===== src/sv/fir_pkg.sv =====
`default_nettype none

package fir_pkg;

  localparam int FIR_TAPS_DEF = 95;
  localparam int SAMPLE_W     = 16;
  localparam int COEF_W       = 16;
  localparam int PROD_W       = SAMPLE_W + COEF_W;
  localparam int IDX_W        = 7;
  localparam int FRAC_W       = 5;

  localparam logic [FRAC_W-1:0] FRAC_RESET = FRAC_W'(15);

  // request action codes
  localparam logic ACT_FILTER = 1'b0;
  localparam logic ACT_COEF   = 1'b1;

  typedef struct packed {
    logic                       action;
    logic signed [SAMPLE_W-1:0] sample;
    logic        [IDX_W-1:0]    coef_index;
    logic signed [COEF_W-1:0]   coef_value;
  } fir_req_t;

  typedef struct packed {
    logic signed [SAMPLE_W-1:0] filtered;
    logic                       clipped;
  } fir_rsp_t;

  typedef enum logic [1:0] {
    ST_IDLE,
    ST_RUN,
    ST_DRAIN,
    ST_DONE
  } fir_state_t;

endpackage

`default_nettype wire


===== src/sv/fir_filter_direct_form.sv =====
`default_nettype none

// Direct-form FIR filter, 16-bit mono audio, TAPS taps. A filter request
// writes its sample into a circular delay-line memory and then runs one
// multiply-accumulate per tap, reading one sample and one coefficient per
// cycle from two single-read-port memories; the exact sum is shifted right
// by cfg_data's fraction-bit count (floor) and saturated to 16 bits, with
// clipped set when saturation acts. A filter request goes through RUN (one
// tap per cycle through the memory read port), DRAIN (until the read and
// multiply stages are empty) and DONE, where the shift/saturate result
// loads once the output slot is free; a coefficient-write request gives no
// result. A pending result sits in its own output register, so the next
// request is taken while it waits. Writes with coef_index >= TAPS are
// dropped. The delay line reads as zero after reset through a fill count;
// there is no clearing pass. Coefficients must be written before use.
module fir_filter_direct_form #(
  parameter int TAPS = fir_pkg::FIR_TAPS_DEF
) (
  input  wire logic                           clk,
  input  wire logic                           rst,
  // request channel
  input  wire logic                           req_valid,
  output logic                                req_ready,
  input  wire fir_pkg::fir_req_t              req,
  // result channel
  output logic                                rsp_valid,
  input  wire logic                           rsp_ready,
  output fir_pkg::fir_rsp_t                   rsp,
  // fraction-bit register
  input  wire logic                           cfg_we,
  input  wire logic [fir_pkg::FRAC_W-1:0]     cfg_data
);

  import fir_pkg::*;

  localparam int AW    = (TAPS > 1) ? $clog2(TAPS) : 1;   // memory address width
  localparam int CW    = $clog2(TAPS + 1);                 // fill count, holds TAPS
  localparam int ACC_W = PROD_W + $clog2(TAPS) + 1;        // exact sum width

  localparam logic [AW-1:0] LAST_ADDR = AW'(TAPS - 1);
  localparam logic [CW-1:0] FILL_MAX  = CW'(TAPS);

  // ---------------------------------------------------------------------
  // Storage
  // ---------------------------------------------------------------------
  logic signed [SAMPLE_W-1:0] delay_mem [TAPS];
  logic signed [COEF_W-1:0]   coef_mem  [TAPS];

  logic [FRAC_W-1:0] frac_bits;

  fir_state_t state, state_next;

  logic [AW-1:0] wr_ptr;     // next delay-line slot to write
  logic [AW-1:0] rd_ptr;     // delay-line slot of the tap being issued
  logic [AW-1:0] tap;        // tap being issued, also coefficient address
  logic [CW-1:0] fill_cnt;   // samples seen so far, saturates at TAPS

  // read stage
  logic                       s1_valid;
  logic                       s1_fill;
  logic signed [SAMPLE_W-1:0] d_q;
  logic signed [COEF_W-1:0]   c_q;
  // multiply stage
  logic                       s2_valid;
  logic signed [PROD_W-1:0]   prod;
  // accumulator
  logic signed [ACC_W-1:0]    acc;

  // control decode
  logic req_fire;
  logic sample_wr;
  logic coef_wr;
  logic issue;
  logic last_tap;
  logic pipe_empty;
  logic rsp_load;
  logic slot_free;

  logic [AW-1:0] coef_addr;

  assign req_fire   = req_valid && req_ready;
  assign sample_wr  = req_fire && (req.action == ACT_FILTER);
  assign coef_wr    = req_fire && (req.action == ACT_COEF) && (int'(req.coef_index) < TAPS);
  assign coef_addr  = AW'(req.coef_index);
  assign last_tap   = (tap == LAST_ADDR);
  assign pipe_empty = !s1_valid && !s2_valid;
  assign slot_free  = !rsp_valid || rsp_ready;

  // ---------------------------------------------------------------------
  // Sequencer
  // ---------------------------------------------------------------------
  always_comb begin
    state_next = state;
    unique case (state)
      ST_IDLE:  if (sample_wr) state_next = ST_RUN;
      ST_RUN:   if (last_tap) state_next = ST_DRAIN;
      ST_DRAIN: if (pipe_empty) state_next = ST_DONE;
      ST_DONE:  if (slot_free) state_next = ST_IDLE;
      default:  state_next = ST_IDLE;
    endcase
  end

  always_comb begin
    req_ready = 1'b0;
    issue     = 1'b0;
    rsp_load  = 1'b0;
    unique case (state)
      ST_IDLE:  req_ready = 1'b1;
      ST_RUN:   issue     = 1'b1;
      ST_DRAIN: ;
      ST_DONE:  rsp_load  = slot_free;
      default:  ;
    endcase
  end

  always_ff @(posedge clk) begin
    if (rst) begin
      state <= ST_IDLE;
    end else begin
      state <= state_next;
    end
  end

  // fraction-bit register
  always_ff @(posedge clk) begin
    if (rst) begin
      frac_bits <= FRAC_RESET;
    end else if (cfg_we) begin
      frac_bits <= cfg_data;
    end
  end

  // ---------------------------------------------------------------------
  // Pointers and fill count
  // ---------------------------------------------------------------------
  always_ff @(posedge clk) begin
    if (rst) begin
      wr_ptr   <= '0;
      fill_cnt <= '0;
    end else if (sample_wr) begin
      wr_ptr <= (wr_ptr == LAST_ADDR) ? '0 : wr_ptr + 1'b1;
      if (fill_cnt != FILL_MAX) fill_cnt <= fill_cnt + 1'b1;
    end
  end

  // tap walk: newest sample first, walking back through the ring
  always_ff @(posedge clk) begin
    if (rst) begin
      tap    <= '0;
      rd_ptr <= '0;
    end else if (sample_wr) begin
      tap    <= '0;
      rd_ptr <= wr_ptr;
    end else if (issue) begin
      tap    <= last_tap ? '0 : tap + 1'b1;
      rd_ptr <= (rd_ptr == '0) ? LAST_ADDR : rd_ptr - 1'b1;
    end
  end

  // ---------------------------------------------------------------------
  // Memories. Writes happen only in IDLE and reads only in RUN, so the
  // sequencer keeps accesses to one entry from overlapping.
  // ---------------------------------------------------------------------
  always_ff @(posedge clk) begin
    if (sample_wr) delay_mem[wr_ptr] <= req.sample;
    if (issue)     d_q <= delay_mem[rd_ptr];
  end

  always_ff @(posedge clk) begin
    if (coef_wr) coef_mem[coef_addr] <= req.coef_value;
    if (issue)   c_q <= coef_mem[tap];
  end

  // ---------------------------------------------------------------------
  // MAC pipeline: read -> multiply -> accumulate
  // ---------------------------------------------------------------------
  always_ff @(posedge clk) begin
    if (rst) begin
      s1_valid <= 1'b0;
      s2_valid <= 1'b0;
    end else begin
      s1_valid <= issue;
      s2_valid <= s1_valid;
    end
  end

  // taps older than the fill count read as the reset value, zero
  always_ff @(posedge clk) begin
    if (issue) s1_fill <= (CW'(tap) < fill_cnt);
    if (s1_valid) begin
      if (s1_fill) prod <= d_q * c_q;
      else prod <= '0;
    end
  end

  always_ff @(posedge clk) begin
    if (sample_wr) begin
      acc <= '0;
    end else if (s2_valid) begin
      acc <= acc + ACC_W'(prod);
    end
  end

  // ---------------------------------------------------------------------
  // Shift (floor) and saturate
  // ---------------------------------------------------------------------
  logic signed [ACC_W-1:0] shifted;
  logic                    hi_ones;
  logic                    hi_zeros;
  logic                    clip_pos;
  logic                    clip_neg;
  fir_rsp_t                rsp_next;

  always_comb begin
    shifted  = acc >>> frac_bits;
    hi_ones  = &shifted[ACC_W-1:SAMPLE_W-1];
    hi_zeros = ~|shifted[ACC_W-1:SAMPLE_W-1];
    clip_pos = !shifted[ACC_W-1] && !hi_zeros;
    clip_neg =  shifted[ACC_W-1] && !hi_ones;
    rsp_next.clipped = clip_pos || clip_neg;
    if (clip_pos) begin
      rsp_next.filtered = {1'b0, {(SAMPLE_W-1){1'b1}}};
    end else if (clip_neg) begin
      rsp_next.filtered = {1'b1, {(SAMPLE_W-1){1'b0}}};
    end else begin
      rsp_next.filtered = shifted[SAMPLE_W-1:0];
    end
  end

  // output register
  always_ff @(posedge clk) begin
    if (rst) begin
      rsp_valid <= 1'b0;
    end else if (rsp_load) begin
      rsp_valid <= 1'b1;
    end else if (rsp_ready) begin
      rsp_valid <= 1'b0;
    end
  end

  always_ff @(posedge clk) begin
    if (rsp_load) rsp <= rsp_next;
  end

  // ---------------------------------------------------------------------
  // Assertions
  // ---------------------------------------------------------------------
  a_fill_bound: assert property (@(posedge clk) disable iff (rst)
    fill_cnt <= FILL_MAX)
    else $error("fill count beyond tap count");

  a_done_empty: assert property (@(posedge clk) disable iff (rst)
    (state == ST_DONE) |-> pipe_empty)
    else $error("result formed with MAC pipeline busy");

  a_hold_done: assert property (@(posedge clk) disable iff (rst)
    (state == ST_DONE && rsp_valid && !rsp_ready) |=> (state == ST_DONE))
    else $error("result overwrote a pending one");

  a_tap_step: assert property (@(posedge clk) disable iff (rst)
    (state == ST_RUN && !last_tap) |=> (tap == $past(tap) + 1'b1))
    else $error("tap walk skipped a tap");

endmodule

`default_nettype wire

===== config.mk =====
export PLATFORM = sky130hd
export DESIGN_NAME = fir_filter_direct_form
export DESIGN_NICKNAME = d
export VERILOG_FILES = /design/src/sv/fir_pkg.sv /design/src/sv/fir_filter_direct_form.sv
export SDC_FILE = /design/constraint.sdc
export NUM_CORES = 2
export LEC_CHECK = 0
export BUFFER_PORTS_ARGS = -buffer_cell sky130_fd_sc_hd__buf_2
export CELL_PAD_IN_SITES_DETAIL_PLACEMENT = 1
export CELL_PAD_IN_SITES_GLOBAL_PLACEMENT = 2
export CORE_MARGIN = 2
export CORE_UTILIZATION = 54
export CTS_BUF_LIST = sky130_fd_sc_hd__clkbuf_4 sky130_fd_sc_hd__clkbuf_8 sky130_fd_sc_hd__clkbuf_16
export DETAILED_ROUTE_END_ITERATION = 8
export PLACE_DENSITY = 0.87
export SKIP_CTS_REPAIR_TIMING = 1
export SLEW_MARGIN = 30
export SYNTH_ARGS = -nofsm -noshare
export SYNTH_HDL_FRONTEND = slang
export SYNTH_SLANG_ARGS = --single-unit

===== constraint.sdc =====
create_clock -name clk -period 10.4 [get_ports clk]
set_input_delay 0.52 -clock clk [delete_from_list [all_inputs] [get_ports clk]]
set_output_delay 0.52 -clock clk [all_outputs]
set_load 0.01 [all_outputs]

-- Yosys cells after proc, flatten, opt, wreduce, memory -nomap -nowiden
Memory sizes are Yosys's and may differ from the RTL's. A register that Yosys moved wholly into a read port is not among the register bits.
Cells that the tools add are included.
- register bits after elaboration: 128
- RAM bits: 3040
- memories: 2
- word-level logic and storage cells: 79
- memory list (memory ; depth ; bits a word ; rd ports ; clocked after memory_dff ; wr ports ; RTL line ; source):
    coef_mem ; 95 ; 16 ; 1 ; 1 ; 1 ; fir_filter_direct_form.sv:47 ; logic signed [COEF_W-1:0] coef_mem [TAPS];
    delay_mem ; 95 ; 16 ; 1 ; 1 ; 1 ; fir_filter_direct_form.sv:46 ; logic signed [SAMPLE_W-1:0] delay_mem [TAPS];
- equality and inequality tests: 10
- multiply operators: 1
- bitwise logic cells: 1
- add/sub/neg operators: 5
- shift-type cells: 1
- reduce and logical (&&, ||, !) cells: 23
- order comparisons: 2
- multiplexer cells: 20
- operator list (kind ; number):
    adder 40 x 32 -> 40 bit ; 1
    >>> shifter 40 x 5 -> 40 bit ; 1
    2-to-1 mux 7 bit ; 5
    multiplier 16 x 16 -> 32 bit ; 1
    AND reduction 25 bit ; 1
    OR reduction 25 bit ; 1
    adder 7 x 1 -> 7 bit (second input constant) ; 3
    2-to-1 mux 16 bit ; 1
    == test 7 bit (second input constant) ; 2
    2-to-1 mux 1 bit ; 9
    2-to-1 mux 2 bit ; 4
    != test 2 bit (second input constant) ; 4
    one-hot mux 2 bit (4 select lines) ; 1
    logical AND 1 bit ; 7
    logical NOT 7 bit ; 1
    < comparator 7 bit ; 1
    < comparator 7 bit (second input constant) ; 1
    != test 7 bit (second input constant) ; 1
    subtractor 7 x 1 -> 7 bit (second input constant) ; 1
    logical NOT 1 bit ; 5
    == test 2 bit (second input constant) ; 2
    AND reduction 4 bit ; 1
    nonzero test 2 bit ; 2
    == test 2 x 1 -> 1 bit (second input constant) ; 1
    5 further kinds ; 6

-- Depth between registers and ports, before layout
- depth in word-level cells: 7
- depth in mapped cells: 23
- gate-level depth less buffers: 22

-- Least setup slack after synthesis
No wires, ideal clock.
- path type: reg2reg
- start point: reg d_q[15], read port of delay_mem
- end point: reg prod[31], data pin
- buffers on the path: 1
- clock period less this slack: 6496 ps
- arrival time: 6241 ps
- stages on the path, launching flop included: 22
- data required time: 10145 ps
- slack: 3904 ps
- cells stage by stage: edfxtp_1 > clkbuf_1 > nand2_1 > inv_1 > fa_1 > fa_1 > fa_1 > fa_1 > fa_1 > inv_1 > fa_1 > inv_1 > ha_1 > a21o_1 > a21oi_1 > nor2b_1 > a311oi_1 > a31oi_1 > o41ai_1 > o21ai_0 > xnor2_1 > and2_1
- cells in the longest elaborated chain, start to end: 1
- RTL lines (what ; RTL line ; source):
    from (decl) ; fir_filter_direct_form.sv:61 ; logic signed [SAMPLE_W-1:0] d_q;
    multiplier 16 x 16 -> 32 bit ; fir_filter_direct_form.sv:191 ; if (s1_fill) prod <= d_q * c_q;
    to (signal assigned) ; fir_filter_direct_form.sv:191 ;
    to (decl) ; fir_filter_direct_form.sv:65 ; logic signed [PROD_W-1:0] prod;
Every way passes these cells.
A chain may end at the register's enable or synchronous reset.

-- Worst setup path after layout
Same ends and word-level chain as after synthesis.

==> impl_metrics.prom <==
# TYPE chip_impl_metric gauge
chip_impl_info{name="timing_worst_setup_path_type",value="register to register"} 1
chip_impl_metric{name="max_cap_viol_count",unit=""} 0
chip_impl_info{name="critical_path.startpoint_type",value="register"} 1
chip_impl_metric{name="clock_latency",unit="ps"} 1000
chip_impl_metric{name="fin_setup_tns",unit="ps"} 0
chip_impl_info{name="rsz0062_at_grt",value="no"} 1
chip_impl_metric{name="synth_edf_count",unit=""} 3122
chip_impl_metric{name="grt_max_degree",unit=""} 150
chip_impl_metric{name="clock_transition_at_the_registers_of_the_reported_paths",unit="ps"} 60
chip_impl_metric{name="port-buffer-count",unit=""} 68
chip_impl_metric{name="synth-seq-area-share",unit=""} 0.699
chip_impl_info{name="path_delay_family",value="adder cells"} 1
chip_impl_metric{name="skew",unit="ps"} 131
chip_impl_metric{name="nNetsFinal",unit=""} 7749
chip_impl_metric{name="num_rows",unit=""} 184
chip_impl_info{name="layout_commonest_cell",value="sky130_fd_sc_hd__edfxtp_1"} 1
chip_impl_metric{name="grt_pass1_wl",unit="um"} 537000
chip_impl_metric{name="post-route-min-period",unit="ps"} 7340
chip_impl_info{name="tritoncts_clock_tree",value="yes"} 1
chip_impl_metric{name="final_antenna_net_count",unit=""} 0
chip_impl_metric{name="die_span_x",unit="um"} 507
chip_impl_metric{name="ys_async_sr_fraction",unit=""} 0
chip_impl_metric{name="timing_hold_violations_final",unit=""} 0
chip_impl_metric{name="drive_gt1_frac",unit=""} 0.245
chip_impl_metric{name="synth.yosys.warnings",unit=""} 0
chip_impl_info{name="synthDominantAreaCellType",value="sky130_fd_sc_hd__edfxtp_1"} 1
chip_impl_metric{name="grt.overflow.total",unit=""} 0
chip_impl_metric{name="finish.instance_area",unit="mm^2"} 0.153
chip_impl_metric{name="route.detailed.drc",unit=""} 0
chip_impl_metric{name="floorplan.initialDensity",unit=""} 0.543
chip_impl_metric{name="chipHeight",unit="um"} 507
chip_impl_metric{name="place_hpwl",unit="um"} 208000
chip_impl_metric{name="dp_area",unit="mm^2"} 0.142
chip_impl_info{name="status",value="finished, final reports clean"} 1
chip_impl_info{name="yosys_most_used_dff",value="sky130_fd_sc_hd__edfxtp_1"} 1
chip_impl_metric{name="post_synth_num_cell_types",unit=""} 72
chip_impl_info{name="most-common-layout-cells",value="3122 x sky130_fd_sc_hd__edfxtp_1, 938 x sky130_fd_sc_hd__mux4_2, 368 x sky130_fd_sc_hd__nor2_1, 340 x sky130_fd_sc_hd__clkbuf_16, 310 x sky130_fd_sc_hd__inv_1"} 1
chip_impl_metric{name="grt_pass1_vias",unit=""} 75200
chip_impl_metric{name="timing.slew.headroom",unit=""} 0.281
chip_impl_metric{name="routedWlPerCell",unit="um"} 33.6
chip_impl_metric{name="vias_per_cell",unit=""} 6.50
chip_impl_metric{name="io-pin-count",unit=""} 69
chip_impl_metric{name="data_required_time_of_the_critical_path",unit="ps"} 11060
chip_impl_info{name="endpoint_type_of_the_worst_setup_path",value="register"} 1
chip_impl_metric{name="wl",unit="um"} 366000
chip_impl_metric{name="dr.pass1.iters",unit=""} 6
chip_impl_metric{name="critPathArrivalTime",unit="ps"} 7990
chip_impl_metric{name="vias",unit=""} 70800
chip_impl_metric{name="finalCritPeriodShare",unit=""} 0.705
chip_impl_metric{name="finalMaxSlewViolations",unit=""} 0
chip_impl_metric{name="path_max_fanout",unit=""} 16
chip_impl_info{name="min-delay-path-class",value="primary input to register"} 1
chip_impl_metric{name="mean_post_synth_cell_area",unit="um^2"} 19.6
chip_impl_metric{name="synthesis.area",unit="mm^2"} 0.136
chip_impl_metric{name="finalWeightedCongestion",unit=""} 0.834
chip_impl_metric{name="clock_tree.buffer_depth",unit=""} 4
chip_impl_metric{name="achievable-frequency",unit="MHz"} 136
chip_impl_metric{name="cts_buffers",unit=""} 336
chip_impl_metric{name="fin_util",unit=""} 0.607
chip_impl_metric{name="postSynthNetCount",unit=""} 7428
chip_impl_metric{name="ys_ff_latch",unit=""} 3200
chip_impl_metric{name="fp.dieArea",unit="mm^2"} 0.257
chip_impl_metric{name="cp_slowest_stage_delay",unit="ps"} 920
chip_impl_metric{name="timing.final.setup_violations",unit=""} 0
chip_impl_metric{name="worstMarginPinSlew",unit="ps"} 1080
chip_impl_info{name="ctsRootBufferMaster",value="sky130_fd_sc_hd__clkbuf_16"} 1
chip_impl_metric{name="clock_sink_count",unit=""} 3200
chip_impl_metric{name="relative_area_change_from_synthesis_to_final_layout",unit="%"} 11.8
chip_impl_metric{name="netlist_instances",unit=""} 6977
chip_impl_metric{name="total_buffers_and_inverters_traversed_by_the_critical_path",unit=""} 3
chip_impl_metric{name="grt_antenna_before_repair",unit=""} 18
chip_impl_info{name="synth.area.top_cells",value="sky130_fd_sc_hd__edfxtp_1 69%, sky130_fd_sc_hd__mux4_2 15%, sky130_fd_sc_hd__fa_1 3.9%, sky130_fd_sc_hd__ha_1 1.3%, sky130_fd_sc_hd__dfxtp_1 1.1%"} 1
chip_impl_info{name="path_cells",value="nand2_1 -> inv_1 -> fa_1 -> fa_1 -> fa_1 -> fa_1 -> fa_1 -> inv_1 -> fa_1 -> inv_1 -> ha_1 -> a21o_1 -> a21oi_1 -> nor2b_1 -> a311oi_1 -> a31oi_1 -> o41ai_1 -> o21ai_0 -> xnor2_1 -> and2_1"} 1
chip_impl_info{name="timing.critical_path.mode_cell",value="sky130_fd_sc_hd__fa_1"} 1
chip_impl_metric{name="drt_iter0_markers",unit=""} 9079
chip_impl_metric{name="synthDominantCellAreaShare",unit=""} 0.687
chip_impl_metric{name="total_global_route_track_usage",unit=""} 0.288
chip_impl_metric{name="design.core.area",unit="mm^2"} 0.251
chip_impl_metric{name="cts_max_level",unit=""} 5
chip_impl_info{name="critical-path-slowest-cell",value="sky130_fd_sc_hd__fa_1"} 1
area by class of cell:
| class | count | area (um^2) |
|---|---|---|
| multi-input combinational | 3093 | 38400 |
| fill | 21000 | 98600 |
| clock inverter | 190 | 1650 |
| inverter | 314 | 1180 |
| timing repair buffer | 353 | 2780 |
| tap | 3348 | 4190 |
| clock buffer | 399 | 8970 |
| sequential | 3200 | 95300 |
| antenna | 3 | 7.51 |
final timing paths:
kind	from	end	slack [ps]	cells after the start
setup reg to reg	d_q[15]$_DFFE_PP_	prod[31]$_SDFFCE_PN0P_	3060	20
hold reg to reg	acc[4]$_SDFFE_PP0P_	acc[4]$_SDFFE_PP0P_	530	2
setup / recovery	d_q[15]$_DFFE_PP_	prod[31]$_SDFFCE_PN0P_	3060	20
hold / removal	cfg_we	frac_bits[0]$_SDFFE_PP1P_	10	2
flip-flops by register name, summed over array words and instances, names as in the netlist, 5 cells and up:
register / cells
coef_mem: 1520
delay_mem: 1520
acc: 40
prod: 32
rsp: 17
c_q: 16
d_q: 16
fill_cnt: 7
rd_ptr: 7
tap: 7
wr_ptr: 7
frac_bits: 5
worst reg2reg max path: cells and delay by family, from the launching register on:
family | cells | cell delay (ps)
AOI/OAI and AO/OA | 6 | 1640
and+or+nand+nor | 3 | 440
buffers and inverters | 3 | 250
xor gates and xnor gates | 1 | 170
DFF | 1 | 730
adders and majority gates | 7 | 3830
logic make-up after synthesis:
group / count (synthesis) / synth area share
XOR/XNOR: 71 / 0.00456
adder cells (fa/ha/maj): 401 / 0.0513
AND/OR/NAND/NOR: 1023 / 0.0342
buffers and inverters: 684 / 0.0200
flip-flops: 3200 / 0.699
AO/OA/AOI/OAI: 482 / 0.0219
multiplexers: 1116 / 0.169
cell usage after synthesis (5+ instances only):
cell type                     n
sky130_fd_sc_hd__a31oi_1     10
sky130_fd_sc_hd__and3_1      12
sky130_fd_sc_hd__mux4_2     938
sky130_fd_sc_hd__inv_1      310
sky130_fd_sc_hd__o21a_1      18
sky130_fd_sc_hd__nor3b_1      7
sky130_fd_sc_hd__nand3_1     50
sky130_fd_sc_hd__o21bai_1    10
sky130_fd_sc_hd__nor4_1       8
sky130_fd_sc_hd__o211ai_1    27
sky130_fd_sc_hd__o21ai_0    114
sky130_fd_sc_hd__nand2b_1    19
sky130_fd_sc_hd__mux4_1      11
sky130_fd_sc_hd__and4_1       5
sky130_fd_sc_hd__nor2b_1     28
sky130_fd_sc_hd__a21oi_1    164
sky130_fd_sc_hd__buf_2       67
sky130_fd_sc_hd__dfxtp_1     78
sky130_fd_sc_hd__o22ai_1      9
sky130_fd_sc_hd__xnor2_1     53
sky130_fd_sc_hd__nor3_1      32
sky130_fd_sc_hd__xor2_1      18
sky130_fd_sc_hd__buf_4       11
sky130_fd_sc_hd__o221ai_1     7
sky130_fd_sc_hd__a211oi_1    37
sky130_fd_sc_hd__or2_2        9
sky130_fd_sc_hd__buf_1       64
sky130_fd_sc_hd__nand4_1     17
sky130_fd_sc_hd__clkbuf_1   223
sky130_fd_sc_hd__nor2_1     374
sky130_fd_sc_hd__or3_1       10
sky130_fd_sc_hd__mux2_2      14
sky130_fd_sc_hd__mux2i_1    153
sky130_fd_sc_hd__a21o_1      46
sky130_fd_sc_hd__edfxtp_1  3122
sky130_fd_sc_hd__ha_1       138
sky130_fd_sc_hd__fa_1       263
sky130_fd_sc_hd__and2_1     148
sky130_fd_sc_hd__nand2_1    294
routing by layer:
metal,wire [um],vias up,global-route usage
met5,137,-,0
met4,13300,20,0.0966
met3,33900,773,0.0494
met2,181000,4213,0.467
met1,138000,37400,0.402
li1,-,28400,-
through the flow:
step           hold slack, ps  setup slack, ps  instances
2_1_floorplan             470             3900       6977
3_5_place_dp              517             3090      10300
3_3_place_gp              512             3290      10300
5_1_grt                  6.05             2530      10900
4_1_cts                  -247             3030      10900
6_report                 14.7             3060      10900
Power is left out: the tool's default activity adds up to more than one toggle a clock period on the data nets, which glitch-free logic cannot reach.
